### src/rtl/go_to_goal_heading_controller_assert.svh
// ----------------------------------------------------------------------------
// go_to_goal_heading_controller_assert.svh
// Assertion helper macros for the heading controller. The module that uses
// them must have clk and rst_n in scope.
// ----------------------------------------------------------------------------
`ifndef GO_TO_GOAL_HEADING_CONTROLLER_ASSERT_SVH
`define GO_TO_GOAL_HEADING_CONTROLLER_ASSERT_SVH

// same-cycle implication, disabled during reset
`define GTG_ASSERT_IMPLY(lbl, ante, cons, msg) \
  lbl: assert property (@(posedge clk) disable iff (!rst_n) (ante) |-> (cons)) \
    else $error(msg);

// next-cycle implication, disabled during reset
`define GTG_ASSERT_NEXT(lbl, ante, cons, msg) \
  lbl: assert property (@(posedge clk) disable iff (!rst_n) (ante) |=> (cons)) \
    else $error(msg);

`endif

### src/rtl/gtg_pkg.sv
// ----------------------------------------------------------------------------
// gtg_pkg
// Shared widths, constants, the arctangent table and the pipeline types of
// the go-to-goal heading controller.
// ----------------------------------------------------------------------------
`default_nettype none

package gtg_pkg;

  // stage count default and the length of the arctangent table
  localparam int CORDIC_STAGES_DEF = 16;
  localparam int ATAN_LEN          = 24;

  // field widths
  localparam int FW  = 16;              // pose, config and speed fields
  localparam int DW  = FW + 1;          // goal offset
  localparam int FSH = 24;              // pre-scale of the offset
  localparam int XW  = DW + FSH + 3;    // CORDIC x/y, room for gain and negation
  localparam int ZW  = 35;              // angle accumulator, Q2.30 plus headroom
  localparam int AW  = 17;              // angular speed field
  localparam int SQW = 32;              // squared offset per axis

  // angle constants
  localparam logic signed [ZW-1:0] PI_Q30 = 35'sd3373259426;
  localparam logic [FW-1:0]        PI_Q13 = 16'd25736;

  // register indexes on the configuration port
  localparam logic [2:0] REG_GOAL_X    = 3'd0;
  localparam logic [2:0] REG_GOAL_Y    = 3'd1;
  localparam logic [2:0] REG_TURN_GAIN = 3'd2;
  localparam logic [2:0] REG_CRUISE    = 3'd3;
  localparam logic [2:0] REG_ARRIVAL   = 3'd4;
  localparam logic [2:0] REG_STOP      = 3'd5;

  // truncated atan(2^-i) in Q2.30
  function automatic logic [ZW-1:0] atan_q30(input int idx);
    logic [ZW-1:0] v;
    case (idx)
      0:       v = 35'd843314856;
      1:       v = 35'd497837829;
      2:       v = 35'd263043836;
      3:       v = 35'd133525158;
      4:       v = 35'd67021686;
      5:       v = 35'd33543515;
      6:       v = 35'd16775850;
      7:       v = 35'd8388437;
      8:       v = 35'd4194282;
      9:       v = 35'd2097149;
      10:      v = 35'd1048575;
      11:      v = 35'd524287;
      12:      v = 35'd262143;
      13:      v = 35'd131071;
      14:      v = 35'd65535;
      15:      v = 35'd32767;
      16:      v = 35'd16383;
      17:      v = 35'd8191;
      18:      v = 35'd4095;
      19:      v = 35'd2047;
      20:      v = 35'd1023;
      21:      v = 35'd511;
      22:      v = 35'd255;
      23:      v = 35'd127;
      default: v = '0;
    endcase
    return v;
  endfunction

  // per-item flags that ride along the CORDIC chain
  typedef struct packed {
    logic signed [FW-1:0] hd;
    logic                 zero;
    logic                 arrived;
    logic                 halt;
  } side_t;

  // one CORDIC stage boundary
  typedef struct packed {
    logic                 vld;
    logic signed [XW-1:0] x;
    logic signed [XW-1:0] y;
    logic signed [ZW-1:0] z;
    side_t                side;
  } cdc_t;

endpackage

`default_nettype wire

### src/rtl/gtg_prep.sv
// ----------------------------------------------------------------------------
// gtg_prep
// Front end: goal offset, obstacle test, squared distance against the
// arrival radius and the CORDIC start vector. Two register stages.
// ----------------------------------------------------------------------------
`default_nettype none

module gtg_prep
  import gtg_pkg::*;
(
  input  wire logic                 clk,
  input  wire logic                 rst_n,
  input  wire logic                 adv,
  input  wire logic                 in_vld,
  input  wire logic signed [FW-1:0] pos_x,
  input  wire logic signed [FW-1:0] pos_y,
  input  wire logic signed [FW-1:0] heading,
  input  wire logic [FW-1:0]        nearest_range,
  input  wire logic                 scan_present,
  input  wire logic signed [FW-1:0] goal_x,
  input  wire logic signed [FW-1:0] goal_y,
  input  wire logic [FW-1:0]        stop_distance,
  input  wire logic [SQW-1:0]       radius_sq,
  output cdc_t                      cdc_o
);

  // stage 1 registers
  logic                 v1_r;
  logic signed [DW-1:0] dx_r, dy_r;
  logic signed [FW-1:0] hd1_r;
  logic                 halt1_r;

  // stage 2 registers
  logic                 v2_r;
  logic signed [XW-1:0] x2_r, y2_r;
  logic signed [ZW-1:0] z2_r;
  logic [SQW-1:0]       sqx_r, sqy_r;
  logic signed [FW-1:0] hd2_r;
  logic                 halt2_r, zero2_r;

  logic signed [DW-1:0]    dx_nxt, dy_nxt;
  logic signed [XW-1:0]    xs, ys;
  logic signed [2*DW-1:0]  prod_x, prod_y;
  logic [SQW:0]            sq_sum;

  // offset to goal, exact in 17 bits
  assign dx_nxt = DW'(goal_x) - DW'(pos_x);
  assign dy_nxt = DW'(goal_y) - DW'(pos_y);

  always_ff @(posedge clk) begin
    if (!rst_n) begin
      v1_r <= 1'b0;
    end else if (adv) begin
      v1_r <= in_vld;
    end
  end

  always_ff @(posedge clk) begin
    if (adv) begin
      dx_r    <= dx_nxt;
      dy_r    <= dy_nxt;
      hd1_r   <= heading;
      halt1_r <= scan_present && (nearest_range <= stop_distance);
    end
  end

  // scaled start vector and per-axis squares
  assign xs     = {{(XW-DW-FSH){dx_r[DW-1]}}, dx_r, {FSH{1'b0}}};
  assign ys     = {{(XW-DW-FSH){dy_r[DW-1]}}, dy_r, {FSH{1'b0}}};
  assign prod_x = (2*DW)'(dx_r) * (2*DW)'(dx_r);
  assign prod_y = (2*DW)'(dy_r) * (2*DW)'(dy_r);

  always_ff @(posedge clk) begin
    if (!rst_n) begin
      v2_r <= 1'b0;
    end else if (adv) begin
      v2_r <= v1_r;
    end
  end

  always_ff @(posedge clk) begin
    if (adv) begin
      // left half-plane: rotate by pi first
      if (dx_r[DW-1]) begin
        x2_r <= -xs;
        y2_r <= -ys;
        z2_r <= dy_r[DW-1] ? -PI_Q30 : PI_Q30;
      end else begin
        x2_r <= xs;
        y2_r <= ys;
        z2_r <= '0;
      end
      sqx_r   <= prod_x[SQW-1:0];
      sqy_r   <= prod_y[SQW-1:0];
      hd2_r   <= hd1_r;
      halt2_r <= halt1_r;
      zero2_r <= (dx_r == '0) && (dy_r == '0);
    end
  end

  // distance test, registered by the first cell
  assign sq_sum = {1'b0, sqx_r} + {1'b0, sqy_r};

  always_comb begin
    cdc_o.vld          = v2_r;
    cdc_o.x            = x2_r;
    cdc_o.y            = y2_r;
    cdc_o.z            = z2_r;
    cdc_o.side.hd      = hd2_r;
    cdc_o.side.zero    = zero2_r;
    cdc_o.side.halt    = halt2_r;
    cdc_o.side.arrived = sq_sum < {1'b0, radius_sq};
  end

endmodule

`default_nettype wire

### config.mk
export PLATFORM = sky130hd
export DESIGN_NAME = gtg_prep
export DESIGN_NICKNAME = d
export VERILOG_FILES = /design/src/rtl/go_to_goal_heading_controller_assert.svh /design/src/rtl/gtg_pkg.sv /design/src/rtl/gtg_prep.sv
export SDC_FILE = /design/constraint.sdc
export NUM_CORES = 2
export LEC_CHECK = 0
export BUFFER_PORTS_ARGS = -buffer_cell sky130_fd_sc_hd__buf_2
export CORE_MARGIN = 1.5
export CORE_UTILIZATION = 45
export DETAILED_ROUTE_END_ITERATION = 6
export MAX_ROUTING_LAYER = met4
export PLACE_DENSITY_LB_ADDON = 0.08
export RECOVER_POWER = 25
export SLEW_MARGIN = 20
export SYNTH_ARGS = -nofsm -noshare
export SYNTH_HDL_FRONTEND = slang
export SYNTH_SLANG_ARGS = --single-unit
### constraint.sdc
create_clock -name clk -period 6.6 [get_ports clk]
set_input_delay 0.99 -clock clk [delete_from_list [all_inputs] [get_ports clk]]
set_output_delay 0.99 -clock clk [all_outputs]
set_load 0.1 [all_outputs]
==> flow_summary.yaml <==
detailed_routing:
  wl_per_cell_um: 16.3
  dr_total_vias: 20700
  routed_via_density: 4.93
  drt_iter0_markers: 1046
  drt_first_pass_iters: 6
  drcViolationCount: 0
  antenna_left: 0
  routed_wl_um: 68200
synth:
  yosysSeqAreaShare: 0.176
  synthCells: 3022
  synthArstFlopShare: 0
  synth_top_area_share: 0.350
  netlist_top_cells_count: "inv_1 (784), fa_1 (517), ha_1 (287)"
  yosys.area.top_type: "fa_1"
  synth.area.top_cells: "fa_1 (35%), edfxtp_1 (17%), ha_1 (12%), inv_1 (9.9%), xnor2_1 (4.2%)"
  syn_area_um2: 29600
  ys_warn_count: 0
  yosys_most_used_dff: "edfxtp_1"
  synth_area_per_cell_um2: 9.79
  ys_seq_elements: 174
  ys_types: 69
  yosysMostFrequentCell: "inv_1"
  synth_edf_count: 172
final_layout:
  ff_latch_area_um2: 5200
  fillers: 6187
  area_delta_synth_final_pct: 11.6
  utilization: 0.511
  antenna_cells: 0
  multi_input_area_um2: 20800
  drive_gt1_frac: 0.137
  nNetsFinal: 4281
floorplanning:
  die_h_um: 259
  core.rowCount: 93
  fp.dieW_um: 259
  io_pins: 292
  design.die.area_um2: 67300
  coreArea_um2: 64700
  initial_core_util: 0.457
worst_setup_path:
  critPathArrivalTime_ns: 6.61
  cp_data_required_time_ns: 6.84
  cp_cell_sequence: "clkinvlp_4 -> nor2_1 -> fa_1 -> inv_1 -> fa_1 -> inv_1 -> fa_1 -> fa_1 -> fa_1 -> inv_1 -> fa_1 -> inv_1 -> ha_1 -> a21o_1 -> a21oi_1 -> o211ai_1 -> a211oi_2 -> o31ai_4 -> a31oi_4 -> o31ai_1 -> a21oi_1 -> xnor2_1"
  slowest_stage: "fa_1"
  crit_type: "flip-flop to flip-flop"
  r2r_start: "dx_r[16]"
  cpMostUsedCell: "fa_1"
  slowest_delay_ns: 0.56
  end_kind: "flip-flop"
  crit_buf_inv: 5
  cpLargestDelayFamily: "adder cells"
  crit_fanout: 5
  worstSetupStartpoint: "dx_r[16]"
  start_kind: "flip-flop"
clocking:
  h-tree-depth: 4
  cts_num_sinks: 174
  clkLatencyLatePin_ns: 0.50
  cts_made_buffers: 17
  cts_root_buffer: "clkbuf_16"
  cts_tree: "yes"
  clock_path_buffers: 2
  clk_pin_slew_ns: 0.08
timing:
  hold_slack_ns: 0.424
  finalCriticalPeriod_ns: 6.37
  worst_pin_slew_ns: 4.23
  slew_headroom: -1.82
  drv_slew: 75
  setup_tns_ns: 0
  clock-skew-final_ns: 0.0144
  rsz0062_at_grt: "true"
  finalSetupViolCount: 0
  hold_viol_final: 0
  min_period_over_period: 0.965
  max_freq_mhz: 157
placement:
  port_buffers: 242
  gp_congestion: 0.925
  post-dp-hpwl_um: 58200
global_routing:
  top_usage_layer: "met2"
  grt_pass1_wl_um: 113000
  track_usage: 0.221
  use_met1: 0.285
  grt_max_degree: 75
  gr-usage-met2: 0.374
  grt_pass1_vias: 22300
  antenna_found_initial: 1
  met3_usage: 0.0295
  grt-ovfl-total: 0
status:
  violations: "max-capacitance violations, max-slew violations"
  status: "finished, violations left"
min_path:
  hold_start: "hd1_r[1]"
  min_path_type: "flip-flop to flip-flop"
flow_run:
  maxCapViolations: 1
sequential cells by signal, summed over array words and instances, names as in the netlist:
name,cells
v2_r,1
v1_r,1
dy_r,17
hd2_r,16
hd1_r,16
dx_r,17
x2_r,20
halt1_r,1
zero2_r,1
halt2_r,1
z2_r,3
sqx_r,30
sqy_r,30
y2_r,20
area by class of cell:
type	count	area share
Clock buffer	18	0.0130
Clock inverter	14	0.00610
Multi-Input combinational cell	1956	0.629
Tap cell	855	0.0324
Sequential cell	174	0.158
Timing Repair Buffer	386	0.0720
Inverter	793	0.0902
what timing repair did:
action,CTS,global route
setup buffers,4,33
pin swaps,0,3
hold buffers,0,0
gates resized for setup,0,12
setup endpoints to repair,2,11
placed cells by master, fill, tap and decap left out, types with 6 or more instances in the layout:
cell type  instances
and3_1            16
o21ai_1            6
fa_1             516
nor2_1           127
inv_1            784
o21a_1            14
nand2_1          218
or3_1              9
o21bai_1           8
a21oi_1           94
buf_4            135
xor2_1            31
a211oi_1          10
o21ai_0           53
nor2b_1           28
buf_12             7
nand4_1           11
a211o_1            7
o211ai_1          11
o31ai_1           11
a21o_1            46
clkinv_1           7
buf_2            241
clkbuf_16         17
conb_1            52
and2_1            84
or2_2              7
edfxtp_1         172
nand2b_1          24
a31oi_1            7
ha_1             287
xnor2_1          142
nand3_1           34
nor3_1            28
path summary, 6_finish.rpt:
check             slack, ns  cells past startpoint        end
setup reg to reg       0.23                     22  sqx_r[31]
setup / recovery       0.23                     22  sqx_r[31]
hold / removal         0.42                      0   hd2_r[1]
hold reg to reg        0.42                      0   hd2_r[1]
logic make-up (layout without fill, tap and decap cells):
family	count (synthesis)	count (layout)	synth area share
AO/OA/AOI/OAI	318	318	0.0729
multiplexers	6	6	0.00216
XOR/XNOR	173	173	0.0512
other	1	52	0.000127
AND/OR/NAND/NOR	603	603	0.0963
flip-flops	174	174	0.176
buffers and inverters	943	1211	0.130
adder cells (fa/ha/maj)	804	804	0.471
routing by layer:
| metal | wire length [µm] | part of all wire |
|---|---|---|
| met1 | 29700 | 0.44 |
| met2 | 34700 | 0.51 |
| met3 | 2910 | 0.043 |
| met5 | 0 | 0 |
| met4 | 918 | 0.013 |
through the flow:
step,std cells,area (µm²),setup WS [ns]
5_1_grt,4196,33000,-0.0389
3_5_place_dp,4127,32000,-0.0358
3_3_place_gp,4127,32000,0.173
6_report,4196,33000,0.230
4_1_cts,4163,32700,0.0101
2_1_floorplan,3073,29800,0.100
Power is left out: the tool's default activity adds up to more than one toggle a clock period on the data nets, which glitch-free logic cannot reach.
