**src/rtl/go_to_goal_heading_controller_assert.svh**
```systemverilog
// ----------------------------------------------------------------------------
// go_to_goal_heading_controller_assert.svh
// Assertion helper macros for the heading controller. The module that uses
// them must have clk and rst_n in scope.
// ----------------------------------------------------------------------------
`ifndef GO_TO_GOAL_HEADING_CONTROLLER_ASSERT_SVH
`define GO_TO_GOAL_HEADING_CONTROLLER_ASSERT_SVH

// same-cycle implication, disabled during reset
`define GTG_ASSERT_IMPLY(lbl, ante, cons, msg) \
  lbl: assert property (@(posedge clk) disable iff (!rst_n) (ante) |-> (cons)) \
    else $error(msg);

// next-cycle implication, disabled during reset
`define GTG_ASSERT_NEXT(lbl, ante, cons, msg) \
  lbl: assert property (@(posedge clk) disable iff (!rst_n) (ante) |=> (cons)) \
    else $error(msg);

`endif

```
**src/rtl/gtg_pkg.sv**
```systemverilog
// ----------------------------------------------------------------------------
// gtg_pkg
// Shared widths, constants, the arctangent table and the pipeline types of
// the go-to-goal heading controller.
// ----------------------------------------------------------------------------
`default_nettype none

package gtg_pkg;

  // stage count default and the length of the arctangent table
  localparam int CORDIC_STAGES_DEF = 16;
  localparam int ATAN_LEN          = 24;

  // field widths
  localparam int FW  = 16;              // pose, config and speed fields
  localparam int DW  = FW + 1;          // goal offset
  localparam int FSH = 24;              // pre-scale of the offset
  localparam int XW  = DW + FSH + 3;    // CORDIC x/y, room for gain and negation
  localparam int ZW  = 35;              // angle accumulator, Q2.30 plus headroom
  localparam int AW  = 17;              // angular speed field
  localparam int SQW = 32;              // squared offset per axis

  // angle constants
  localparam logic signed [ZW-1:0] PI_Q30 = 35'sd3373259426;
  localparam logic [FW-1:0]        PI_Q13 = 16'd25736;

  // register indexes on the configuration port
  localparam logic [2:0] REG_GOAL_X    = 3'd0;
  localparam logic [2:0] REG_GOAL_Y    = 3'd1;
  localparam logic [2:0] REG_TURN_GAIN = 3'd2;
  localparam logic [2:0] REG_CRUISE    = 3'd3;
  localparam logic [2:0] REG_ARRIVAL   = 3'd4;
  localparam logic [2:0] REG_STOP      = 3'd5;

  // truncated atan(2^-i) in Q2.30
  function automatic logic [ZW-1:0] atan_q30(input int idx);
    logic [ZW-1:0] v;
    case (idx)
      0:       v = 35'd843314856;
      1:       v = 35'd497837829;
      2:       v = 35'd263043836;
      3:       v = 35'd133525158;
      4:       v = 35'd67021686;
      5:       v = 35'd33543515;
      6:       v = 35'd16775850;
      7:       v = 35'd8388437;
      8:       v = 35'd4194282;
      9:       v = 35'd2097149;
      10:      v = 35'd1048575;
      11:      v = 35'd524287;
      12:      v = 35'd262143;
      13:      v = 35'd131071;
      14:      v = 35'd65535;
      15:      v = 35'd32767;
      16:      v = 35'd16383;
      17:      v = 35'd8191;
      18:      v = 35'd4095;
      19:      v = 35'd2047;
      20:      v = 35'd1023;
      21:      v = 35'd511;
      22:      v = 35'd255;
      23:      v = 35'd127;
      default: v = '0;
    endcase
    return v;
  endfunction

  // per-item flags that ride along the CORDIC chain
  typedef struct packed {
    logic signed [FW-1:0] hd;
    logic                 zero;
    logic                 arrived;
    logic                 halt;
  } side_t;

  // one CORDIC stage boundary
  typedef struct packed {
    logic                 vld;
    logic signed [XW-1:0] x;
    logic signed [XW-1:0] y;
    logic signed [ZW-1:0] z;
    side_t                side;
  } cdc_t;

endpackage

`default_nettype wire

```
**src/rtl/gtg_post.sv**
```systemverilog
// ----------------------------------------------------------------------------
// gtg_post
// Back end: bearing rounding and clamp, heading error, gain multiply,
// rounding and saturation of the turn rate, speed overrides and the output
// register. Three register stages.
// ----------------------------------------------------------------------------
`default_nettype none

module gtg_post
  import gtg_pkg::*;
(
  input  wire logic           clk,
  input  wire logic           rst_n,
  input  wire logic           adv,
  input  wire cdc_t           cdc_i,
  input  wire logic [FW-1:0]  turn_gain,
  input  wire logic [FW-1:0]  cruise_speed,
  output logic                out_vld,
  output logic [FW-1:0]       linear_speed,
  output logic [AW-1:0]       angular_speed,
  output logic                arrived,
  output logic                halted
);

  localparam int QW = 18;
  localparam int PW = 34;

  // bearing: round Q2.30 to Q3.13 half away from zero, clamp to +-pi
  logic [ZW-1:0]        zmag, zrnd;
  logic [QW-1:0]        zq;
  logic [FW-1:0]        amag;
  logic signed [AW-1:0] bearing, diff;

  assign zmag    = cdc_i.z[ZW-1] ? ZW'(-cdc_i.z) : ZW'(cdc_i.z);
  assign zrnd    = zmag + (ZW'(1) << 16);
  assign zq      = zrnd[ZW-1:17];
  assign amag    = (zq > QW'(PI_Q13)) ? PI_Q13 : zq[FW-1:0];
  assign bearing = cdc_i.side.zero ? '0 :
                   cdc_i.z[ZW-1]  ? -$signed({1'b0, amag}) : $signed({1'b0, amag});
  assign diff    = bearing - AW'(cdc_i.side.hd);

  logic                 va_r;
  logic signed [AW-1:0] diff_r;
  logic                 arr_a_r, halt_a_r;

  always_ff @(posedge clk) begin
    if (!rst_n) begin
      va_r <= 1'b0;
    end else if (adv) begin
      va_r <= cdc_i.vld;
    end
  end

  always_ff @(posedge clk) begin
    if (adv) begin
      diff_r   <= diff;
      arr_a_r  <= cdc_i.side.arrived;
      halt_a_r <= cdc_i.side.halt;
    end
  end

  // gain times heading error, Q3.29
  logic signed [PW-1:0] prod;
  logic                 vb_r;
  logic signed [PW-1:0] prod_r;
  logic                 arr_b_r, halt_b_r;

  assign prod = PW'($signed({1'b0, turn_gain})) * PW'(diff_r);

  always_ff @(posedge clk) begin
    if (!rst_n) begin
      vb_r <= 1'b0;
    end else if (adv) begin
      vb_r <= va_r;
    end
  end

  always_ff @(posedge clk) begin
    if (adv) begin
      prod_r   <= prod;
      arr_b_r  <= arr_a_r;
      halt_b_r <= halt_a_r;
    end
  end

  // round to Q3.13, saturate to the 17 bit field, apply the stop overrides
  logic [PW-1:0]  pmag, prnd;
  logic [QW-1:0]  pq, psat;
  logic [QW-1:0]  ang_w;
  logic           neg;

  assign neg   = prod_r[PW-1];
  assign pmag  = neg ? PW'(-prod_r) : PW'(prod_r);
  assign prnd  = pmag + (PW'(1) << 15);
  assign pq    = prnd[PW-1:16];
  assign psat  = neg ? ((pq > (QW'(1) << 16)) ? (QW'(1) << 16) : pq)
                     : ((pq > QW'(17'h0FFFF)) ? QW'(17'h0FFFF) : pq);
  assign ang_w = neg ? -psat : psat;

  logic                 out_vld_r;
  logic [FW-1:0]        lin_r;
  logic [AW-1:0]        ang_r;
  logic                 arr_r, halt_r;

  always_ff @(posedge clk) begin
    if (!rst_n) begin
      out_vld_r <= 1'b0;
    end else if (adv) begin
      out_vld_r <= vb_r;
    end
  end

  always_ff @(posedge clk) begin
    if (adv) begin
      if (arr_b_r || halt_b_r) begin
        lin_r <= '0;
        ang_r <= '0;
      end else begin
        lin_r <= cruise_speed;
        ang_r <= ang_w[AW-1:0];
      end
      arr_r  <= arr_b_r;
      halt_r <= halt_b_r;
    end
  end

  assign out_vld       = out_vld_r;
  assign linear_speed  = lin_r;
  assign angular_speed = ang_r;
  assign arrived       = arr_r;
  assign halted        = halt_r;

endmodule

`default_nettype wire

```
**config.mk**
```make
export PLATFORM = sky130hd
export DESIGN_NAME = gtg_post
export DESIGN_NICKNAME = d
export VERILOG_FILES = /design/src/rtl/go_to_goal_heading_controller_assert.svh /design/src/rtl/gtg_pkg.sv /design/src/rtl/gtg_post.sv
export SDC_FILE = /design/constraint.sdc
export NUM_CORES = 1
export LEC_CHECK = 0
export ABC_CLOCK_PERIOD_IN_PS = 15300
export BUFFER_PORTS_ARGS = -buffer_cell sky130_fd_sc_hd__buf_2
export CAP_MARGIN = 25
export CORE_MARGIN = 1.5
export CORE_UTILIZATION = 35
export CTS_CLUSTER_SIZE = 30
export DETAILED_ROUTE_END_ITERATION = 8
export GPL_ROUTABILITY_DRIVEN = 0
export PLACE_DENSITY = 0.59
export SLEW_MARGIN = 0
export SYNTH_ARGS = -nofsm -noshare
export SYNTH_HDL_FRONTEND = slang
export SYNTH_SLANG_ARGS = --single-unit
```
**constraint.sdc**
```tcl
create_clock -name clk -period 15.3 [get_ports clk]
set_input_delay 3.825 -clock clk [delete_from_list [all_inputs] [get_ports clk]]
set_output_delay 3.825 -clock clk [all_outputs]
set_load 0.05 [all_outputs]
```
==> metrics.csv <==
stage,metric,value,unit
grt,antenna_found_initial,2,
synth,synth_cell_types,101,
detailed_routing,viasPerCell,5.18,
clock_tree,cts_resized,0,
synth,syn_nets,2428,
synth,synth-async-reset-ratio,0,%
outcome,status,completed,
placement,dpl.hpwl,31800,um
detailed_routing,routedWlPerCell,15.4,um
sta,rsz0062_at_grt,no,
setup_path,worstSetupEndpointType,flop,
clock_tree,clock-sinks,93,
clock_tree,cts_tree,yes,
detailed_routing,num_vias,13342,
synth,synth_area_per_cell,8.93,um2
synth,ys_seq_area_share,16.3,%
grt,grt_max_degree,85,
sta,setup_viol,0,
detailed_routing,first_pass_iters,6,
floorplanning,io_pins,214,
placement,placed_area,18000,um2
setup_path,critPathArrivalTime,11.09,ns
grt,grt_remaining_overflow,0,
sta,worst-slew-pin-transition,0.870,ns
synth,synth_top_area_share,24.9,%
final_layout,diodes,0,
setup_path,cp-start-kind,input pin,
clock_tree,hold_buffers,0,
detailed_routing,wl,39600,um
synth,ys_ff_latch,93,
final_layout,regArea,2760,um2
final_layout,instances_no_fill,2575,
sta,fin_tns_setup,0,ns
synth,yosys.area.top_type,fa_1,
clock_tree,postCtsSetupRepairBufs,0,
sta,finalMaxSlewViolations,0,
grt,grt.total_usage,16.3,%
clock_tree,clk_path_buf_depth,2,
floorplanning,die_width,223,um
final_layout,stdcell_area,18400,um2
clock_tree,cts.clk_slew.worst_paths,0.08,ns
sta,finalClockSkew,0.00901,ns
hold_path,hold_class,flop to flop,
grt,grt_pass1_vias,13732,
synth,synthFlopType,edfxtp_1,
synth,postSynthCellCount,1892,
floorplanning,initial_core_util,35.5,%
final_layout,fin_nets,2491,
setup_path,critPathKind,input pin to flop,
setup_path,critical_path_required,15.41,ns
detailed_routing,drcViolationCount,0,
clock_tree,root_buffer,clkbuf_16,
placement,io_buffers,125,
final_layout,synthToLayoutAreaGrowth,8.62,%
placement,placed_cells,2558,
detailed_routing,postRouteAntennaNets,0,
clock_tree,htree_num_levels,3,
synth,syn-cell-area,16900,um2
synth,yosys-top-cells-count,"inv_1, nand2_1, fa_1, ha_1, and2_1",
synth,synth_edf_count,90,
setup_path,critPathMaxFanout,38,
synth,yosysWarnings,0,
sta,slew-limit-headroom,40.5,%
clock_tree,cts_buffers,9,
clock_tree,clock_latency,0.37,ns
sta,max_freq,91.1,MHz
synth,synthTopCellsByArea,"fa_1, edfxtp_1, ha_1, inv_1, and2_1",
sta,hold_viol,0,
grt,grt_pass1_wl,66500,um
detailed_routing,drt_iter0_drc,678,
floorplanning,die_y,223,um
final_layout,fillers,4757,
floorplanning,dieArea,49600,um2
floorplanning,coreArea,47600,um2
synth,synth.most_common_cell,inv_1,
sta,fin_crit,10.98,ns
final_layout,drive_gt1_share,9.85,%
sta,min_period_over_period,71.7,%
final_layout,multiInputGateArea,12700,um2
floorplanning,rows,80,
run,max-cap-violations,0,
-- flip-flops by register name, summed over array words and instances (netlist names) --
signal         flops
halted             1
halt_a_r           1
halt_b_r           1
out_vld            1
linear_speed      16
diff_r            17
angular_speed     17
prod_r            34
arr_b_r            1
arr_a_r            1
arrived            1
vb_r               1
va_r               1
-- metrics by stage --
step / hold slack (ns) / utilization [%] / setup WS, ns
4_1_cts: 0.429 / 38.5 / 4.38
5_1_grt: 0.443 / 38.5 / 3.65
6_report: 0.429 / 38.5 / 4.32
3_3_place_gp: 0.408 / 37.8 / 4.19
3_5_place_dp: 0.409 / 37.8 / 4.00
2_1_floorplan: 0.400 / - / 5.05
-- per-layer routing --
layer	wire (um)	vias to the layer above	track usage (%)
li1	-	6415	-
met1	17200	6523	20.1
met2	19900	348	29.5
met3	1800	52	2.64
met4	698	4	3.69
met5	28	-	0
-- critical path, cell delays in order --
cell and delay, ns:
buf_2 0.54, inv_1 0.55, nor3_1 0.45, a31oi_4 0.16, nor4_4 0.70, nor2_1 0.13, a311oi_2 0.33, xor2_2 0.32
o21ba_1 0.23, o41ai_4 0.63, nand2_1 0.14, ha_1 0.30, nand2_1 0.06, a21oi_1 0.18, ha_1 0.24, nor2b_1 0.13
o21ai_0 0.23, a21boi_0 0.16, o21ai_0 0.25, a21boi_0 0.16, o21ai_0 0.24, a21boi_0 0.17, o21ai_0 0.24, a21oi_1 0.17
a211oi_1 0.25, o21bai_1 0.11, xor2_1 0.15
-- layout make-up --
class	count	share of cell area (%)
Multi-Input combinational cell	1421	69.2
Clock inverter	7	0.443
Tap cell	615	4.19
Inverter	299	6.11
Clock buffer	9	1.23
Sequential cell	93	15.1
Timing Repair Buffer	131	3.78
-- final timing paths --
check        startpoint         end  slack [ns]  depth (start not counted)
max           cdc_i[53]  diff_r[15]        4.32                         27
min            halt_a_r    halt_b_r        0.43                          0
max reg2reg   diff_r[7]  prod_r[31]        8.25                         22
min reg2reg    halt_a_r    halt_b_r        0.43                          0
-- kinds of logic after synthesis --
group / after synthesis / synth area share, %
flops: 93 / 16.3
simple gates: 663 / 20.9
compound gates: 289 / 12.4
fa+ha+maj: 358 / 35.8
xor+xnor: 94 / 4.96
buf+inv: 378 / 8.49
mux: 17 / 1.04
-- placed cells by master (no fill, tap or decap), types with 22 or more instances in the layout --
cell type and count:
inv_1 297, nand2_1 213, fa_1 210, ha_1 148, and2_1 141, buf_2 124
edfxtp_1 90, nor2_1 86, a21oi_1 64, xnor2_1 59, o21ai_0 37, nor3_1 33
xor2_1 33, nand3_1 27, o21ai_1 23, a21o_1 22
Power is left out: the tool's default activity adds up to more than one toggle a clock period on the data nets, which glitch-free logic cannot reach.
