File: src/rtl/go_to_goal_heading_controller_assert.svh
// ----------------------------------------------------------------------------
// go_to_goal_heading_controller_assert.svh
// Assertion helper macros for the heading controller. The module that uses
// them must have clk and rst_n in scope.
// ----------------------------------------------------------------------------
`ifndef GO_TO_GOAL_HEADING_CONTROLLER_ASSERT_SVH
`define GO_TO_GOAL_HEADING_CONTROLLER_ASSERT_SVH

// same-cycle implication, disabled during reset
`define GTG_ASSERT_IMPLY(lbl, ante, cons, msg) \
  lbl: assert property (@(posedge clk) disable iff (!rst_n) (ante) |-> (cons)) \
    else $error(msg);

// next-cycle implication, disabled during reset
`define GTG_ASSERT_NEXT(lbl, ante, cons, msg) \
  lbl: assert property (@(posedge clk) disable iff (!rst_n) (ante) |=> (cons)) \
    else $error(msg);

`endif

File: src/rtl/gtg_pkg.sv
// ----------------------------------------------------------------------------
// gtg_pkg
// Shared widths, constants, the arctangent table and the pipeline types of
// the go-to-goal heading controller.
// ----------------------------------------------------------------------------
`default_nettype none

package gtg_pkg;

  // stage count default and the length of the arctangent table
  localparam int CORDIC_STAGES_DEF = 16;
  localparam int ATAN_LEN          = 24;

  // field widths
  localparam int FW  = 16;              // pose, config and speed fields
  localparam int DW  = FW + 1;          // goal offset
  localparam int FSH = 24;              // pre-scale of the offset
  localparam int XW  = DW + FSH + 3;    // CORDIC x/y, room for gain and negation
  localparam int ZW  = 35;              // angle accumulator, Q2.30 plus headroom
  localparam int AW  = 17;              // angular speed field
  localparam int SQW = 32;              // squared offset per axis

  // angle constants
  localparam logic signed [ZW-1:0] PI_Q30 = 35'sd3373259426;
  localparam logic [FW-1:0]        PI_Q13 = 16'd25736;

  // register indexes on the configuration port
  localparam logic [2:0] REG_GOAL_X    = 3'd0;
  localparam logic [2:0] REG_GOAL_Y    = 3'd1;
  localparam logic [2:0] REG_TURN_GAIN = 3'd2;
  localparam logic [2:0] REG_CRUISE    = 3'd3;
  localparam logic [2:0] REG_ARRIVAL   = 3'd4;
  localparam logic [2:0] REG_STOP      = 3'd5;

  // truncated atan(2^-i) in Q2.30
  function automatic logic [ZW-1:0] atan_q30(input int idx);
    logic [ZW-1:0] v;
    case (idx)
      0:       v = 35'd843314856;
      1:       v = 35'd497837829;
      2:       v = 35'd263043836;
      3:       v = 35'd133525158;
      4:       v = 35'd67021686;
      5:       v = 35'd33543515;
      6:       v = 35'd16775850;
      7:       v = 35'd8388437;
      8:       v = 35'd4194282;
      9:       v = 35'd2097149;
      10:      v = 35'd1048575;
      11:      v = 35'd524287;
      12:      v = 35'd262143;
      13:      v = 35'd131071;
      14:      v = 35'd65535;
      15:      v = 35'd32767;
      16:      v = 35'd16383;
      17:      v = 35'd8191;
      18:      v = 35'd4095;
      19:      v = 35'd2047;
      20:      v = 35'd1023;
      21:      v = 35'd511;
      22:      v = 35'd255;
      23:      v = 35'd127;
      default: v = '0;
    endcase
    return v;
  endfunction

  // per-item flags that ride along the CORDIC chain
  typedef struct packed {
    logic signed [FW-1:0] hd;
    logic                 zero;
    logic                 arrived;
    logic                 halt;
  } side_t;

  // one CORDIC stage boundary
  typedef struct packed {
    logic                 vld;
    logic signed [XW-1:0] x;
    logic signed [XW-1:0] y;
    logic signed [ZW-1:0] z;
    side_t                side;
  } cdc_t;

endpackage

`default_nettype wire

File: src/rtl/gtg_cell.sv
// ----------------------------------------------------------------------------
// gtg_cell
// One CORDIC vectoring stage: shift-add micro-rotation driven by the sign of
// y, angle accumulation from the table, one register stage.
// ----------------------------------------------------------------------------
`default_nettype none

module gtg_cell
  import gtg_pkg::*;
#(
  parameter int STAGE = 0
) (
  input  wire logic clk,
  input  wire logic rst_n,
  input  wire logic adv,
  input  wire cdc_t cdc_i,
  output cdc_t      cdc_o
);

  localparam logic [ZW-1:0] ATAN_I = atan_q30(STAGE);

  logic signed [XW-1:0] x_i, y_i, xs, ys;
  logic signed [ZW-1:0] z_i;
  cdc_t                 stg_r;

  assign x_i = cdc_i.x;
  assign y_i = cdc_i.y;
  assign z_i = cdc_i.z;
  assign xs  = x_i >>> STAGE;
  assign ys  = y_i >>> STAGE;

  // micro-rotation toward the x axis, valid bit cleared by reset
  always_ff @(posedge clk) begin
    if (!rst_n) begin
      stg_r.vld <= 1'b0;
    end else if (adv) begin
      stg_r.vld <= cdc_i.vld;
    end
    if (adv) begin
      if (!y_i[XW-1]) begin
        stg_r.x <= x_i + ys;
        stg_r.y <= y_i - xs;
        stg_r.z <= z_i + $signed(ATAN_I);
      end else begin
        stg_r.x <= x_i - ys;
        stg_r.y <= y_i + xs;
        stg_r.z <= z_i - $signed(ATAN_I);
      end
      stg_r.side <= cdc_i.side;
    end
  end

  assign cdc_o = stg_r;

endmodule

`default_nettype wire

File: config.mk
export PLATFORM = sky130hd
export DESIGN_NAME = gtg_cell
export DESIGN_NICKNAME = d
export VERILOG_FILES = /design/src/rtl/go_to_goal_heading_controller_assert.svh /design/src/rtl/gtg_pkg.sv /design/src/rtl/gtg_cell.sv
export SDC_FILE = /design/constraint.sdc
export NUM_CORES = 1
export LEC_CHECK = 0
export ABC_CLOCK_PERIOD_IN_PS = 10700
export BUFFER_PORTS_ARGS = -buffer_cell sky130_fd_sc_hd__buf_2
export CORE_AREA = 2 2 163 165
export CTS_BUF_LIST = sky130_fd_sc_hd__clkbuf_16
export CTS_CLUSTER_DIAMETER = 100
export DETAILED_ROUTE_END_ITERATION = 16
export DIE_AREA = 0 0 165 167
export GPL_ROUTABILITY_DRIVEN = 0
export PLACE_DENSITY_LB_ADDON = 0.12
export SLEW_MARGIN = 20
export SYNTH_ARGS = -nofsm -noshare
export SYNTH_HDL_FRONTEND = slang
export SYNTH_SLANG_ARGS = --single-unit
File: constraint.sdc
create_clock -name clk -period 10.7 [get_ports clk]
set_input_delay 1.605 -clock clk [delete_from_list [all_inputs] [get_ports clk]]
set_output_delay 1.605 -clock clk [all_outputs]
set_load 0.02 [all_outputs]
==> flow_results.xml, run 1 <==
<?xml version="1.0" encoding="UTF-8"?>
<metrics>
  <group name="run">
    <metric name="max-cap-violations" unit="">0</metric>
  </group>
  <group name="critical_path">
    <metric name="cp_num_cells" unit="">14</metric>
    <metric name="critical_path_arrival" unit="ps">5460</metric>
    <metric name="timing.critical_path.to" unit="">cdc_o[52]</metric>
    <metric name="cp_top_family" unit="">compound AO/OA/AOI/OAI gates</metric>
    <metric name="timing.critical_path.cells" unit="">buf_4 &gt; inv_2 &gt; buf_4 &gt; ha_1 &gt; nor2b_1 &gt; o21ai_0 &gt; a21oi_1 &gt; o21bai_1 &gt; a311oi_1 &gt; o211ai_1 &gt; o22ai_1 &gt; a311o_1 &gt; a21oi_1 &gt; xnor2_1</metric>
    <metric name="timing.critical_path.fanout_max" unit="">70</metric>
    <metric name="critPathRequiredTime" unit="ps">10890</metric>
    <metric name="critical-path-max-stage-delay" unit="ps">750</metric>
    <metric name="regToRegEndpoint" unit="">cdc_o[142]</metric>
    <metric name="endpoint_kind" unit="">flop</metric>
    <metric name="critical_path_class" unit="">primary input to flop</metric>
    <metric name="timing.rr.start" unit="">cdc_o[142]</metric>
    <metric name="r2r_slack" unit="ps">10110</metric>
    <metric name="cell_with_the_biggest_individual_delay_on_the_critical_path" unit="">sky130_fd_sc_hd__buf_4</metric>
    <metric name="reg2reg_depth" unit="">2</metric>
    <metric name="worst_setup_path_start_kind" unit="">primary input</metric>
    <metric name="worstPathBufferInverterCount" unit="">3</metric>
    <metric name="cp-startpoint" unit="">cdc_i[97]</metric>
  </group>
  <group name="floorplan">
    <metric name="floorplan.die_area" unit="sq mm">0.0276</metric>
    <metric name="floorplan.rows" unit="">59</metric>
    <metric name="die_height" unit="microns">167</metric>
    <metric name="design.core.area" unit="sq mm">0.0258</metric>
    <metric name="io-pin-count" unit="">289</metric>
    <metric name="die_x" unit="microns">165</metric>
    <metric name="start_util" unit="">0.543</metric>
  </group>
  <group name="clock_tree">
    <metric name="number_of_buffers_inserted_for_hold_repair_after_clock_tree_synthesis" unit="">0</metric>
    <metric name="cts.root.buffer_cell" unit="">sky130_fd_sc_hd__clkbuf_16</metric>
    <metric name="tritoncts_buffer_count" unit="">17</metric>
    <metric name="clk_transition_reported_paths" unit="ps">70</metric>
    <metric name="clk_latency" unit="ps">440</metric>
    <metric name="cts.path.max_buffers" unit="">2</metric>
    <metric name="tritoncts" unit="">built</metric>
    <metric name="h-tree-depth" unit="">4</metric>
    <metric name="cts-resized-gates" unit="">0</metric>
    <metric name="cts.sinks" unit="">142</metric>
    <metric name="post_cts_buffers" unit="">0</metric>
  </group>
  <group name="synthesis">
    <metric name="yosys_top_cell_area_share" unit="">0.303</metric>
    <metric name="synth_top_area_cells" unit="">sky130_fd_sc_hd__edfxtp_1 (30%), sky130_fd_sc_hd__ha_1 (16%), sky130_fd_sc_hd__a21oi_1 (7.4%)</metric>
    <metric name="yosys-mux-area-fraction" unit="">0.0229</metric>
    <metric name="simple_gate_share_of_the_synthesized_area" unit="">0.122</metric>
    <metric name="mappedNetlistArea" unit="sq mm">0.0140</metric>
    <metric name="number_of_warnings_issued_by_yosys" unit="">0</metric>
    <metric name="ys_types" unit="">88</metric>
    <metric name="total_of_flip_flops_plus_latches_after_synthesis" unit="">142</metric>
    <metric name="post-synth-top-area-cell" unit="">sky130_fd_sc_hd__edfxtp_1</metric>
    <metric name="largest_family_of_logic_cells_by_synthesized_area" unit="">compound AO/OA/AOI/OAI gates</metric>
    <metric name="synth_cells" unit="">1590</metric>
    <metric name="synth_ff_type" unit="">sky130_fd_sc_hd__edfxtp_1</metric>
    <metric name="yosys.area_share.adder" unit="">0.162</metric>
    <metric name="ys_async_sr_fraction" unit="">0</metric>
    <metric name="syn_area_per_cell" unit="sq um">8.80</metric>
    <metric name="ys_seq_area_frac" unit="">0.304</metric>
    <metric name="synth_enable_flop_cells" unit="">141</metric>
    <metric name="synthesized_area_fraction_occupied_by_ao_oa_aoi_and_oai_cells" unit="">0.260</metric>
    <metric name="synth_xor_xnor_area_share" unit="">0.0695</metric>
    <metric name="postSynthNetCount" unit="">1915</metric>
  </group>
  <group name="finish">
    <metric name="final_cells" unit="">2183</metric>
    <metric name="synthToLayoutAreaGrowth" unit="%">15.6</metric>
    <metric name="largest_register_ff_count" unit="">142</metric>
    <metric name="finish.net_count" unit="">2159</metric>
    <metric name="fraction_of_final_layout_cells_with_drive_strength_greater_than_1" unit="">0.194</metric>
  </group>
  <group name="timing">
    <metric name="fin_skew" unit="ps">0</metric>
    <metric name="setup_repair_after_global_routing_missed_its_margin" unit="">false</metric>
    <metric name="slew_viol_final" unit="">0</metric>
    <metric name="timing.setup.tns" unit="ps">0</metric>
    <metric name="share_of_the_clock_period_used_by_the_worst_path_after_layout" unit="">0.492</metric>
    <metric name="max_slew_margin" unit="">0.333</metric>
    <metric name="setup_violations" unit="">0</metric>
    <metric name="max_freq" unit="GHz">0.190</metric>
    <metric name="period_minus_slack" unit="ps">5270</metric>
    <metric name="final-hold-violation-count" unit="">0</metric>
    <metric name="worst_pin_slew" unit="ps">1000</metric>
  </group>
  <group name="status">
    <metric name="run_status" unit="">finished clean</metric>
  </group>
  <group name="global_route">
    <metric name="grt_pass1_vias" unit="">12400</metric>
    <metric name="track_usage" unit="">0.300</metric>
    <metric name="overflow" unit="">0</metric>
    <metric name="grt_start_max_net_pins" unit="">80</metric>
    <metric name="wire_length_of_the_first_global_routing_pass" unit="microns">65200</metric>
    <metric name="antenna_found_initial" unit="">2</metric>
  </group>
  <group name="drt">
    <metric name="vias_per_cell" unit="">6.08</metric>
    <metric name="routed_wl" unit="microns">42900</metric>
    <metric name="antenna_left" unit="">0</metric>
    <metric name="post-route-drc-count" unit="">0</metric>
    <metric name="dr.first_iter.drc_count" unit="">1414</metric>
    <metric name="routedWlPerCell" unit="microns">19.6</metric>
    <metric name="via_count" unit="">13300</metric>
    <metric name="drt_pass1_iterations" unit="">6</metric>
  </group>
  <group name="placement">
    <metric name="place.detailed.hpwl" unit="microns">33300</metric>
    <metric name="placed_cells_incl_taps" unit="">2150</metric>
    <metric name="number_of_buffers_inserted_by_port_buffering" unit="">288</metric>
  </group>
  <group name="min_path">
    <metric name="min_path_type" unit="">flop to flop</metric>
  </group>
  <group name="power">
    <metric name="p_leak" unit="nW">7.36</metric>
    <metric name="pwr_density_cell" unit="mW/mm^2">138</metric>
    <metric name="ir_drop" unit="mV">0.0902</metric>
  </group>
</metrics>
cell usage in the layout, fill, tap and decap left out, types with 20 or more instances in the layout:
cell and count:
sky130_fd_sc_hd__a21o_1 48, sky130_fd_sc_hd__inv_1 141, sky130_fd_sc_hd__edfxtp_1 141, sky130_fd_sc_hd__xor2_1 24, sky130_fd_sc_hd__o21ai_0 100, sky130_fd_sc_hd__ha_1 175
sky130_fd_sc_hd__nor2_1 108, sky130_fd_sc_hd__nand4_1 23, sky130_fd_sc_hd__nor2b_1 20, sky130_fd_sc_hd__buf_2 286, sky130_fd_sc_hd__a21oi_1 207, sky130_fd_sc_hd__xnor2_1 87
sky130_fd_sc_hd__mux2i_1 32, sky130_fd_sc_hd__nand2_1 90, sky130_fd_sc_hd__nor3_1 23, sky130_fd_sc_hd__o21bai_1 49, sky130_fd_sc_hd__nand3_1 20
routing by layer:
metal | track usage | part of all wire
met1 | 0.393 | 0.41
met2 | 0.489 | 0.46
met5 | 0 | 0
met3 | 0.0498 | 0.089
met4 | 0.123 | 0.038
Yosys cell counts, types with 32 or more instances:
master	n
sky130_fd_sc_hd__clkbuf_1	35
sky130_fd_sc_hd__o21ai_0	100
sky130_fd_sc_hd__a21oi_1	207
sky130_fd_sc_hd__nand2_1	90
sky130_fd_sc_hd__o21bai_1	49
sky130_fd_sc_hd__a21o_1	48
sky130_fd_sc_hd__nor2_1	108
sky130_fd_sc_hd__edfxtp_1	141
sky130_fd_sc_hd__inv_1	140
sky130_fd_sc_hd__ha_1	175
sky130_fd_sc_hd__xnor2_1	87
sky130_fd_sc_hd__mux2i_1	32
area by class of cell:
type	instances	area, sq um
timing repair buffer	291	1470
multi-input combinational	1239	8920
sequential	142	4250
tap	335	419
antenna	1	2.50
fill	2265	9580
inverter	143	537
clock inverter	15	153
clock buffer	17	425
worst min-delay path: stages, from the launching register on:
cell                      delay, ps
sky130_fd_sc_hd__dfxtp_1        310
sky130_fd_sc_hd__mux2i_1        120
sky130_fd_sc_hd__nor2b_1         60
where the power goes:
part	internal (mW)	switching, mW	total (mW)
sequential	0.729	0.0249	0.754
clock	0.328	0.288	0.616
combinational	0.303	0.558	0.860
cell families after synthesis:
logic type,count (synthesis)
xor gates and xnor gates,111
adders and majority gates,179
buffers and inverters,209
DFF,142
and+or+nand+nor,355
muxes,32
AOI/OAI and AO/OA,562
metrics by stage:
step	hold WS, ps	instance area, sq um	setup slack (ps)	utilization	total power [mW]
6_report	528	16200	5430	0.628	2.23
5_1_grt	556	16200	5140	0.628	2.33
4_1_cts	530	16200	5490	0.628	2.22
3_5_place_dp	516	15600	5010	0.605	1.61
3_3_place_gp	501	15600	5110	0.605	1.60
2_1_floorplan	589	14000	5640	-	1.34
worst min path at each step:
stage,startpoint,endpoint,cells past startpoint
6_report,cdc_o[142],cdc_o[142],2
5_1_grt,cdc_o[142],cdc_o[142],2
4_1_cts,cdc_o[142],cdc_o[142],2
3_5_place_dp,cdc_o[142],cdc_o[142],2
3_3_place_gp,cdc_o[142],cdc_o[142],2
2_1_floorplan,cdc_o[142],cdc_o[142],2
(Power assumes the default switching activity.)
==> run 2: changes to the inputs <==
--- a/config.mk
+++ b/config.mk
@@ -5,13 +5,13 @@
 export SDC_FILE = /design/constraint.sdc
 export NUM_CORES = 1
 export LEC_CHECK = 0
-export ABC_CLOCK_PERIOD_IN_PS = 10700
+export ABC_CLOCK_PERIOD_IN_PS = 4400
 export BUFFER_PORTS_ARGS = -buffer_cell sky130_fd_sc_hd__buf_2
-export CORE_AREA = 2 2 163 165
+export CORE_AREA = 2 2 168 170
 export CTS_BUF_LIST = sky130_fd_sc_hd__clkbuf_16
 export CTS_CLUSTER_DIAMETER = 100
 export DETAILED_ROUTE_END_ITERATION = 16
-export DIE_AREA = 0 0 165 167
+export DIE_AREA = 0 0 170 172
 export GPL_ROUTABILITY_DRIVEN = 0
 export PLACE_DENSITY_LB_ADDON = 0.12
 export SLEW_MARGIN = 20
==> constraint.sdc (replaced) <==
create_clock -name clk -period 4.4 [get_ports clk]
set_input_delay 0.66 -clock clk [delete_from_list [all_inputs] [get_ports clk]]
set_output_delay 0.66 -clock clk [all_outputs]
set_load 0.02 [all_outputs]
==> run 2 against run 1 <==
Net effect: setup slack worse by 4900 ps; wire length is 4.7% higher; combinational power grew to 2.5 times the previous value; sequential power is 140% higher; via count is 1.6% higher; first-iteration DRC count is 11% higher; total power is 150% higher; register-to-register slack worse by 6300 ps; sequential share of layout area is 0.65 points lower; final area is 2.5% higher; critical endpoint is now cdc_o[96]; highest routed layer unchanged.
==> flow_results.xml, run 2 (synthesized netlist as in run 1, its figures left out) <==
<?xml version="1.0" encoding="UTF-8"?>
<metrics>
  <group name="status">
    <metric name="run_status" unit="">finished clean</metric>
  </group>
  <group name="timing">
    <metric name="setup_violations" unit="">0</metric>
    <metric name="max_slew_margin" unit="">0.444</metric>
    <metric name="slew_viol_final" unit="">0</metric>
    <metric name="final-hold-violation-count" unit="">0</metric>
    <metric name="worst_pin_slew" unit="ps">813</metric>
    <metric name="setup_ws" unit="ps">549</metric>
    <metric name="max_freq" unit="GHz">0.260</metric>
    <metric name="timing.setup.tns" unit="ps">0</metric>
    <metric name="fin_skew" unit="ps">0</metric>
    <metric name="share_of_the_clock_period_used_by_the_worst_path_after_layout" unit="">0.875</metric>
    <metric name="setup_repair_after_global_routing_missed_its_margin" unit="">false</metric>
    <metric name="period_minus_slack" unit="ps">3850</metric>
  </group>
  <group name="drt">
    <metric name="dr.first_iter.drc_count" unit="">1573</metric>
    <metric name="antenna_left" unit="">0</metric>
    <metric name="routed_wl" unit="microns">44800</metric>
    <metric name="vias_per_cell" unit="">6.00</metric>
    <metric name="drt_pass1_iterations" unit="">7</metric>
    <metric name="routedWlPerCell" unit="microns">20.0</metric>
    <metric name="post-route-drc-count" unit="">0</metric>
    <metric name="via_count" unit="">13500</metric>
  </group>
  <group name="floorplan">
    <metric name="die_height" unit="microns">172</metric>
    <metric name="die_x" unit="microns">170</metric>
    <metric name="floorplan.rows" unit="">61</metric>
    <metric name="io-pin-count" unit="">289</metric>
    <metric name="start_util" unit="">0.509</metric>
    <metric name="floorplan.die_area" unit="sq mm">0.0292</metric>
    <metric name="design.core.area" unit="sq mm">0.0275</metric>
  </group>
  <group name="finish">
    <metric name="antennaDiodeCount" unit="">0</metric>
    <metric name="fraction_of_final_layout_cells_with_drive_strength_greater_than_1" unit="">0.216</metric>
    <metric name="largest_register_ff_count" unit="">142</metric>
    <metric name="finish.net_count" unit="">2210</metric>
    <metric name="fin_util" unit="">0.604</metric>
    <metric name="layout_commonest_cell" unit="">sky130_fd_sc_hd__buf_2</metric>
    <metric name="area.sequential" unit="sq mm">0.00425</metric>
    <metric name="layout.filler_cells" unit="">2500</metric>
    <metric name="final_cells" unit="">2244</metric>
    <metric name="multiInputGateArea" unit="sq mm">0.00892</metric>
    <metric name="most_used_cells_in_the_layout_excluding_fill_and_tap_cells" unit="">sky130_fd_sc_hd__buf_2 (286), sky130_fd_sc_hd__a21oi_1 (207), sky130_fd_sc_hd__ha_1 (175), sky130_fd_sc_hd__edfxtp_1 (141), sky130_fd_sc_hd__inv_1 (140)</metric>
    <metric name="synthToLayoutAreaGrowth" unit="%">18.5</metric>
  </group>
  <group name="clock_tree">
    <metric name="cts.path.max_buffers" unit="">2</metric>
    <metric name="tritoncts_buffer_count" unit="">17</metric>
    <metric name="cts.sinks" unit="">142</metric>
    <metric name="cts.root.buffer_cell" unit="">sky130_fd_sc_hd__clkbuf_16</metric>
    <metric name="tritoncts" unit="">built</metric>
    <metric name="cts-resized-gates" unit="">0</metric>
    <metric name="h-tree-depth" unit="">4</metric>
    <metric name="clk_latency" unit="ps">440</metric>
    <metric name="clk_transition_reported_paths" unit="ps">70</metric>
    <metric name="number_of_buffers_inserted_for_hold_repair_after_clock_tree_synthesis" unit="">0</metric>
    <metric name="post_cts_buffers" unit="">0</metric>
  </group>
  <group name="critical_path">
    <metric name="endpoint_kind" unit="">flop</metric>
    <metric name="cpMostUsedCell" unit="">sky130_fd_sc_hd__a21oi_1</metric>
    <metric name="timing.rr.start" unit="">cdc_o[142]</metric>
    <metric name="regToRegEndpoint" unit="">cdc_o[142]</metric>
    <metric name="timing.critical_path.cells" unit="">buf_2 &gt; inv_1 &gt; ha_1 &gt; nor2b_1 &gt; o21ai_0 &gt; nand2_1 &gt; a221o_1 &gt; a21oi_1 &gt; o221ai_1 &gt; buf_4 &gt; o31ai_2 &gt; o221a_2 &gt; a21oi_1 &gt; xor2_1</metric>
    <metric name="worst_setup_path_start_kind" unit="">primary input</metric>
    <metric name="critPathRequiredTime" unit="ps">4590</metric>
    <metric name="critical-path-max-stage-delay" unit="ps">560</metric>
    <metric name="r2r_slack" unit="ps">3810</metric>
    <metric name="critical_path_class" unit="">primary input to flop</metric>
    <metric name="reg2reg_depth" unit="">2</metric>
    <metric name="cell_with_the_biggest_individual_delay_on_the_critical_path" unit="">sky130_fd_sc_hd__o31ai_2</metric>
    <metric name="timing.critical_path.fanout_max" unit="">7</metric>
    <metric name="critical_path_arrival" unit="ps">4040</metric>
  </group>
  <group name="placement">
    <metric name="place.detailed.hpwl" unit="microns">35700</metric>
    <metric name="number_of_buffers_inserted_by_port_buffering" unit="">288</metric>
    <metric name="detailedPlace.worstSlack" unit="ps">179</metric>
    <metric name="placed_cells_incl_taps" unit="">2212</metric>
  </group>
  <group name="global_route">
    <metric name="grt_start_max_net_pins" unit="">76</metric>
    <metric name="grt_pass1_vias" unit="">12800</metric>
    <metric name="antenna_found_initial" unit="">1</metric>
    <metric name="overflow" unit="">0</metric>
    <metric name="wire_length_of_the_first_global_routing_pass" unit="microns">68600</metric>
    <metric name="track_usage" unit="">0.300</metric>
  </group>
  <group name="min_path">
    <metric name="min_path_type" unit="">primary input to flop</metric>
    <metric name="timing.hold.worst_path_depth" unit="">1</metric>
    <metric name="timing.hold.worst_endpoint" unit="">cdc_o[2]</metric>
    <metric name="timing.hold.worst.start" unit="">cdc_i[2]</metric>
  </group>
  <group name="power">
    <metric name="ir_drop" unit="mV">0.197</metric>
    <metric name="p_leak" unit="nW">7.61</metric>
    <metric name="pwr_density_cell" unit="mW/mm^2">330</metric>
  </group>
  <group name="run">
    <metric name="max-cap-violations" unit="">0</metric>
  </group>
</metrics>
-- run 2: changes by cell type in the layout (fill, tap and decap cells not counted) --
cell                         delta
sky130_fd_sc_hd__inv_1          -1
sky130_fd_sc_hd__clkinv_8       +4
sky130_fd_sc_hd__clkinv_4       -2
sky130_fd_sc_hd__bufinv_16      -1
sky130_fd_sc_hd__clkinvlp_4     -1
sky130_fd_sc_hd__diode_2        -1
sky130_fd_sc_hd__inv_6          +1
sky130_fd_sc_hd__buf_4         +51
-- run 2: how the worst max path moves through the flow --
stage / to / startpoint / cells past startpoint / slack [ps]
after detailed placement: cdc_o[96] / cdc_i[56] / 14 / 180
after CTS: cdc_o[96] / cdc_i[56] / 14 / 640
final: cdc_o[96] / cdc_i[56] / 14 / 550
after global routing: cdc_o[96] / cdc_i[56] / 14 / 430
after global placement: cdc_o[141] / cdc_i[60] / 13 / 290
after floorplan: cdc_o[51] / cdc_i[97] / 14 / 290
-- run 2: stage by stage --
| stage | hold slack, ps | power, mW | area (sq um) |
|---|---|---|---|
| global placement | 496 | 3.98 | 16000 |
| CTS | 378 | 5.47 | 16600 |
| detailed placement | 517 | 4.00 | 16000 |
| floorplan | 589 | 3.25 | 14000 |
| global route | 379 | 5.73 | 16600 |
| finish | 393 | 5.48 | 16600 |
-- run 2: where the power goes --
group | internal (mW) | switching (mW) | total (mW)
clock network | 0.762 | 0.700 | 1.46
logic | 0.787 | 1.39 | 2.18
registers | 1.77 | 0.0649 | 1.84
total | 3.32 | 2.16 | 5.48
-- run 2: cell type report --
cell class | count | area share
Tap cell | 346 | 0.0261
Clock inverter | 15 | 0.0101
Timing Repair Buffer | 342 | 0.112
Sequential cell | 142 | 0.256
Multi-Input combinational cell | 1239 | 0.537
Clock buffer | 17 | 0.0256
Inverter | 143 | 0.0324
-- run 2: layer usage --
metal | global-route usage | wire [microns] | vias to the layer above
met5 | 0 | 0 | -
li1 | - | - | 6368
met4 | 0.133 | 1950 | 0
met1 | 0.373 | 18000 | 6155
met3 | 0.0577 | 4260 | 143
met2 | 0.509 | 20700 | 807
-- run 2: worst max-delay path: cells and delay by family --
kind | cells | cell delay (ps)
compound gates | 7 | 2130
xor+xnor | 1 | 180
simple gates | 2 | 320
fa+ha+maj | 1 | 370
buf+inv | 3 | 370
==> run 3: changes to the inputs <==
--- a/config.mk
+++ b/config.mk
@@ -7,13 +7,16 @@
 export LEC_CHECK = 0
 export ABC_CLOCK_PERIOD_IN_PS = 4400
 export BUFFER_PORTS_ARGS = -buffer_cell sky130_fd_sc_hd__buf_2
-export CORE_AREA = 2 2 168 170
+export CELL_PAD_IN_SITES_DETAIL_PLACEMENT = 1
+export CELL_PAD_IN_SITES_GLOBAL_PLACEMENT = 2
+export CORE_AREA = 2 2 216 218
 export CTS_BUF_LIST = sky130_fd_sc_hd__clkbuf_16
 export CTS_CLUSTER_DIAMETER = 100
 export DETAILED_ROUTE_END_ITERATION = 16
-export DIE_AREA = 0 0 170 172
+export DIE_AREA = 0 0 218 220
 export GPL_ROUTABILITY_DRIVEN = 0
 export PLACE_DENSITY_LB_ADDON = 0.12
+export RECOVER_POWER = 25
 export SLEW_MARGIN = 20
 export SYNTH_ARGS = -nofsm -noshare
 export SYNTH_HDL_FRONTEND = slang
==> run 3 against run 2 <==
Net effect: the flow now finishes with violations (capacitance limit, slew limit); cell count is 13% higher; sequential share of layout area is 0.88 points lower; via count is 1.7% lower; count of clock-buffer cells in the layout stayed put; critical path type unchanged.
==> flow_results.xml, run 3 (synthesized netlist as in run 1, its figures left out) <==
<?xml version="1.0" encoding="UTF-8"?>
<metrics>
  <group name="placement">
    <metric name="place.detailed.hpwl" unit="microns">45600</metric>
    <metric name="detailedPlace.worstSlack" unit="ps">88.1</metric>
    <metric name="number_of_buffers_inserted_by_port_buffering" unit="">288</metric>
  </group>
  <group name="run">
    <metric name="max-cap-violations" unit="">1</metric>
  </group>
  <group name="finish">
    <metric name="synthToLayoutAreaGrowth" unit="%">22.7</metric>
    <metric name="fraction_of_final_layout_cells_with_drive_strength_greater_than_1" unit="">0.227</metric>
    <metric name="layout.filler_cells" unit="">5485</metric>
    <metric name="largest_register_ff_count" unit="">142</metric>
    <metric name="layout_commonest_cell" unit="">sky130_fd_sc_hd__buf_2</metric>
    <metric name="finish.net_count" unit="">2243</metric>
    <metric name="most_used_cells_in_the_layout_excluding_fill_and_tap_cells" unit="">sky130_fd_sc_hd__buf_2 (283), sky130_fd_sc_hd__a21oi_1 (207), sky130_fd_sc_hd__ha_1 (175), sky130_fd_sc_hd__inv_1 (141), sky130_fd_sc_hd__edfxtp_1 (141)</metric>
  </group>
  <group name="critical_path">
    <metric name="timing.critical_path.to" unit="">cdc_o[51]</metric>
    <metric name="critical_path_arrival" unit="ps">4130</metric>
    <metric name="worstPathBufferInverterCount" unit="">2</metric>
    <metric name="r2r_slack" unit="ps">3750</metric>
    <metric name="timing.rr.start" unit="">cdc_o[142]</metric>
    <metric name="cp_top_family" unit="">compound AO/OA/AOI/OAI gates</metric>
    <metric name="cp_num_cells" unit="">13</metric>
    <metric name="timing.critical_path.cells" unit="">buf_4 &gt; inv_1 &gt; ha_1 &gt; a21o_1 &gt; a21o_1 &gt; a211oi_1 &gt; o31a_1 &gt; o21a_1 &gt; o21ai_0 &gt; a2111o_1 &gt; a31oi_1 &gt; o21bai_1 &gt; xor2_1</metric>
    <metric name="regToRegEndpoint" unit="">cdc_o[142]</metric>
    <metric name="endpoint_kind" unit="">flop</metric>
    <metric name="critPathRequiredTime" unit="ps">4630</metric>
    <metric name="worst_setup_path_start_kind" unit="">primary input</metric>
    <metric name="timing.critical_path.fanout_max" unit="">16</metric>
    <metric name="critical-path-max-stage-delay" unit="ps">570</metric>
    <metric name="critical_path_class" unit="">primary input to flop</metric>
    <metric name="reg2reg_depth" unit="">2</metric>
    <metric name="cp-startpoint" unit="">cdc_i[97]</metric>
    <metric name="cpMostUsedCell" unit="">sky130_fd_sc_hd__a21o_1</metric>
    <metric name="cell_with_the_biggest_individual_delay_on_the_critical_path" unit="">sky130_fd_sc_hd__inv_1</metric>
  </group>
  <group name="global_route">
    <metric name="grt_start_max_net_pins" unit="">65</metric>
    <metric name="wire_length_of_the_first_global_routing_pass" unit="microns">83700</metric>
    <metric name="overflow" unit="">0</metric>
    <metric name="track_usage" unit="">0.231</metric>
    <metric name="antenna_found_initial" unit="">1</metric>
    <metric name="grt_pass1_vias" unit="">13800</metric>
  </group>
  <group name="floorplan">
    <metric name="io-pin-count" unit="">289</metric>
    <metric name="die_x" unit="microns">218</metric>
    <metric name="floorplan.die_area" unit="sq mm">0.0480</metric>
    <metric name="start_util" unit="">0.305</metric>
    <metric name="die_height" unit="microns">220</metric>
    <metric name="design.core.area" unit="sq mm">0.0459</metric>
    <metric name="floorplan.rows" unit="">79</metric>
  </group>
  <group name="clock_tree">
    <metric name="h-tree-depth" unit="">4</metric>
    <metric name="clk_transition_reported_paths" unit="ps">70</metric>
    <metric name="cts-resized-gates" unit="">0</metric>
    <metric name="post_cts_buffers" unit="">0</metric>
    <metric name="cts.sinks" unit="">142</metric>
    <metric name="cts.path.max_buffers" unit="">2</metric>
    <metric name="tritoncts" unit="">built</metric>
    <metric name="cts.root.buffer_cell" unit="">sky130_fd_sc_hd__clkbuf_16</metric>
    <metric name="number_of_buffers_inserted_for_hold_repair_after_clock_tree_synthesis" unit="">0</metric>
    <metric name="clk_latency" unit="ps">480</metric>
    <metric name="tritoncts_buffer_count" unit="">17</metric>
  </group>
  <group name="drt">
    <metric name="vias_per_cell" unit="">5.22</metric>
    <metric name="dr.first_iter.drc_count" unit="">819</metric>
    <metric name="routed_wl" unit="microns">55300</metric>
    <metric name="via_count" unit="">13200</metric>
    <metric name="drt_pass1_iterations" unit="">4</metric>
    <metric name="post-route-drc-count" unit="">0</metric>
    <metric name="antenna_left" unit="">0</metric>
    <metric name="routedWlPerCell" unit="microns">21.8</metric>
  </group>
  <group name="timing">
    <metric name="setup_ws" unit="ps">505</metric>
    <metric name="timing.setup.tns" unit="ps">0</metric>
    <metric name="final-hold-violation-count" unit="">0</metric>
    <metric name="setup_violations" unit="">0</metric>
    <metric name="slew_viol_final" unit="">64</metric>
    <metric name="period_minus_slack" unit="ps">3900</metric>
    <metric name="fin_skew" unit="ps">0</metric>
    <metric name="setup_repair_after_global_routing_missed_its_margin" unit="">false</metric>
    <metric name="max_freq" unit="GHz">0.257</metric>
    <metric name="worst_pin_slew" unit="ps">3440</metric>
    <metric name="max_slew_margin" unit="">-1.29</metric>
    <metric name="share_of_the_clock_period_used_by_the_worst_path_after_layout" unit="">0.885</metric>
  </group>
  <group name="status">
    <metric name="failed_checks" unit="">capacitance limit, slew limit</metric>
    <metric name="run_status" unit="">complete, but fails checks</metric>
  </group>
  <group name="min_path">
    <metric name="min_path_type" unit="">primary input to flop</metric>
  </group>
  <group name="power">
    <metric name="pwr_density_cell" unit="mW/mm^2">329</metric>
    <metric name="ir_drop" unit="mV">0.218</metric>
    <metric name="p_leak" unit="nW">7.77</metric>
  </group>
</metrics>
run 3: cell types whose count changed in the layout (fill, tap and decap cells not counted), sizes merged:
cell and delta:
bufinv +1, clkbuf +3, buf +29, inv +1
clkinv -2, dlygate4sd2 +1, diode +1
run 3: cell type report:
class | count | area (sq um) | share of cell area
Timing Repair Buffer | 375 | 2110 | 0.123
Clock inverter | 15 | 171 | 0.00998
Tap cell | 607 | 759 | 0.0442
Multi-Input combinational cell | 1239 | 8920 | 0.519
Clock buffer | 17 | 425 | 0.0248
Sequential cell | 142 | 4250 | 0.248
Inverter | 143 | 537 | 0.0313
Antenna cell | 1 | 2.50 | 0.000146
run 3: power breakdown:
| group | switching (mW) | internal, mW | leakage [nW] |
|---|---|---|---|
| combinational | 1.47 | 0.824 | 6.10 |
| clock | 0.713 | 0.806 | 0.290 |
| sequential | 0.0619 | 1.77 | 1.39 |
run 3: worst min-delay path by stage:
stage | end | startpoint | cells after the start | slack (ps)
global placement | cdc_o[142] | cdc_o[142] | 2 | 500
detailed placement | cdc_o[142] | cdc_o[142] | 2 | 510
floorplan | cdc_o[142] | cdc_o[142] | 2 | 590
finish | cdc_o[10] | cdc_i[10] | 1 | 350
CTS | cdc_o[21] | cdc_i[21] | 1 | 290
global route | cdc_o[21] | cdc_i[21] | 1 | 320
run 3: metrics by stage:
step	hold slack (ps)	util	instances	total power, mW	cell area (sq um)
after floorplan	589	-	1590	3.25	14000
after global placement	502	0.362	2506	4.15	16600
after detailed placement	506	0.362	2506	4.16	16600
after CTS	293	0.375	2538	5.73	17200
after global routing	320	0.374	2539	5.97	17200
final	346	0.374	2539	5.65	17200
run 3: layer usage:
| layer | global-route usage | up-vias | share of wire |
|---|---|---|---|
| met5 | 0 | - | 0 |
| met4 | 0.0837 | 0 | 0.027 |
| met2 | 0.387 | 327 | 0.47 |
| li1 | - | 6420 | - |
| met3 | 0.0377 | 65 | 0.041 |
| met1 | 0.300 | 6429 | 0.46 |
run 3: worst register-to-register path, stage by stage (launching register included):
cell,delay (ps)
sky130_fd_sc_hd__dfxtp_1,330
sky130_fd_sc_hd__mux2i_1,60
sky130_fd_sc_hd__nor2b_1,190
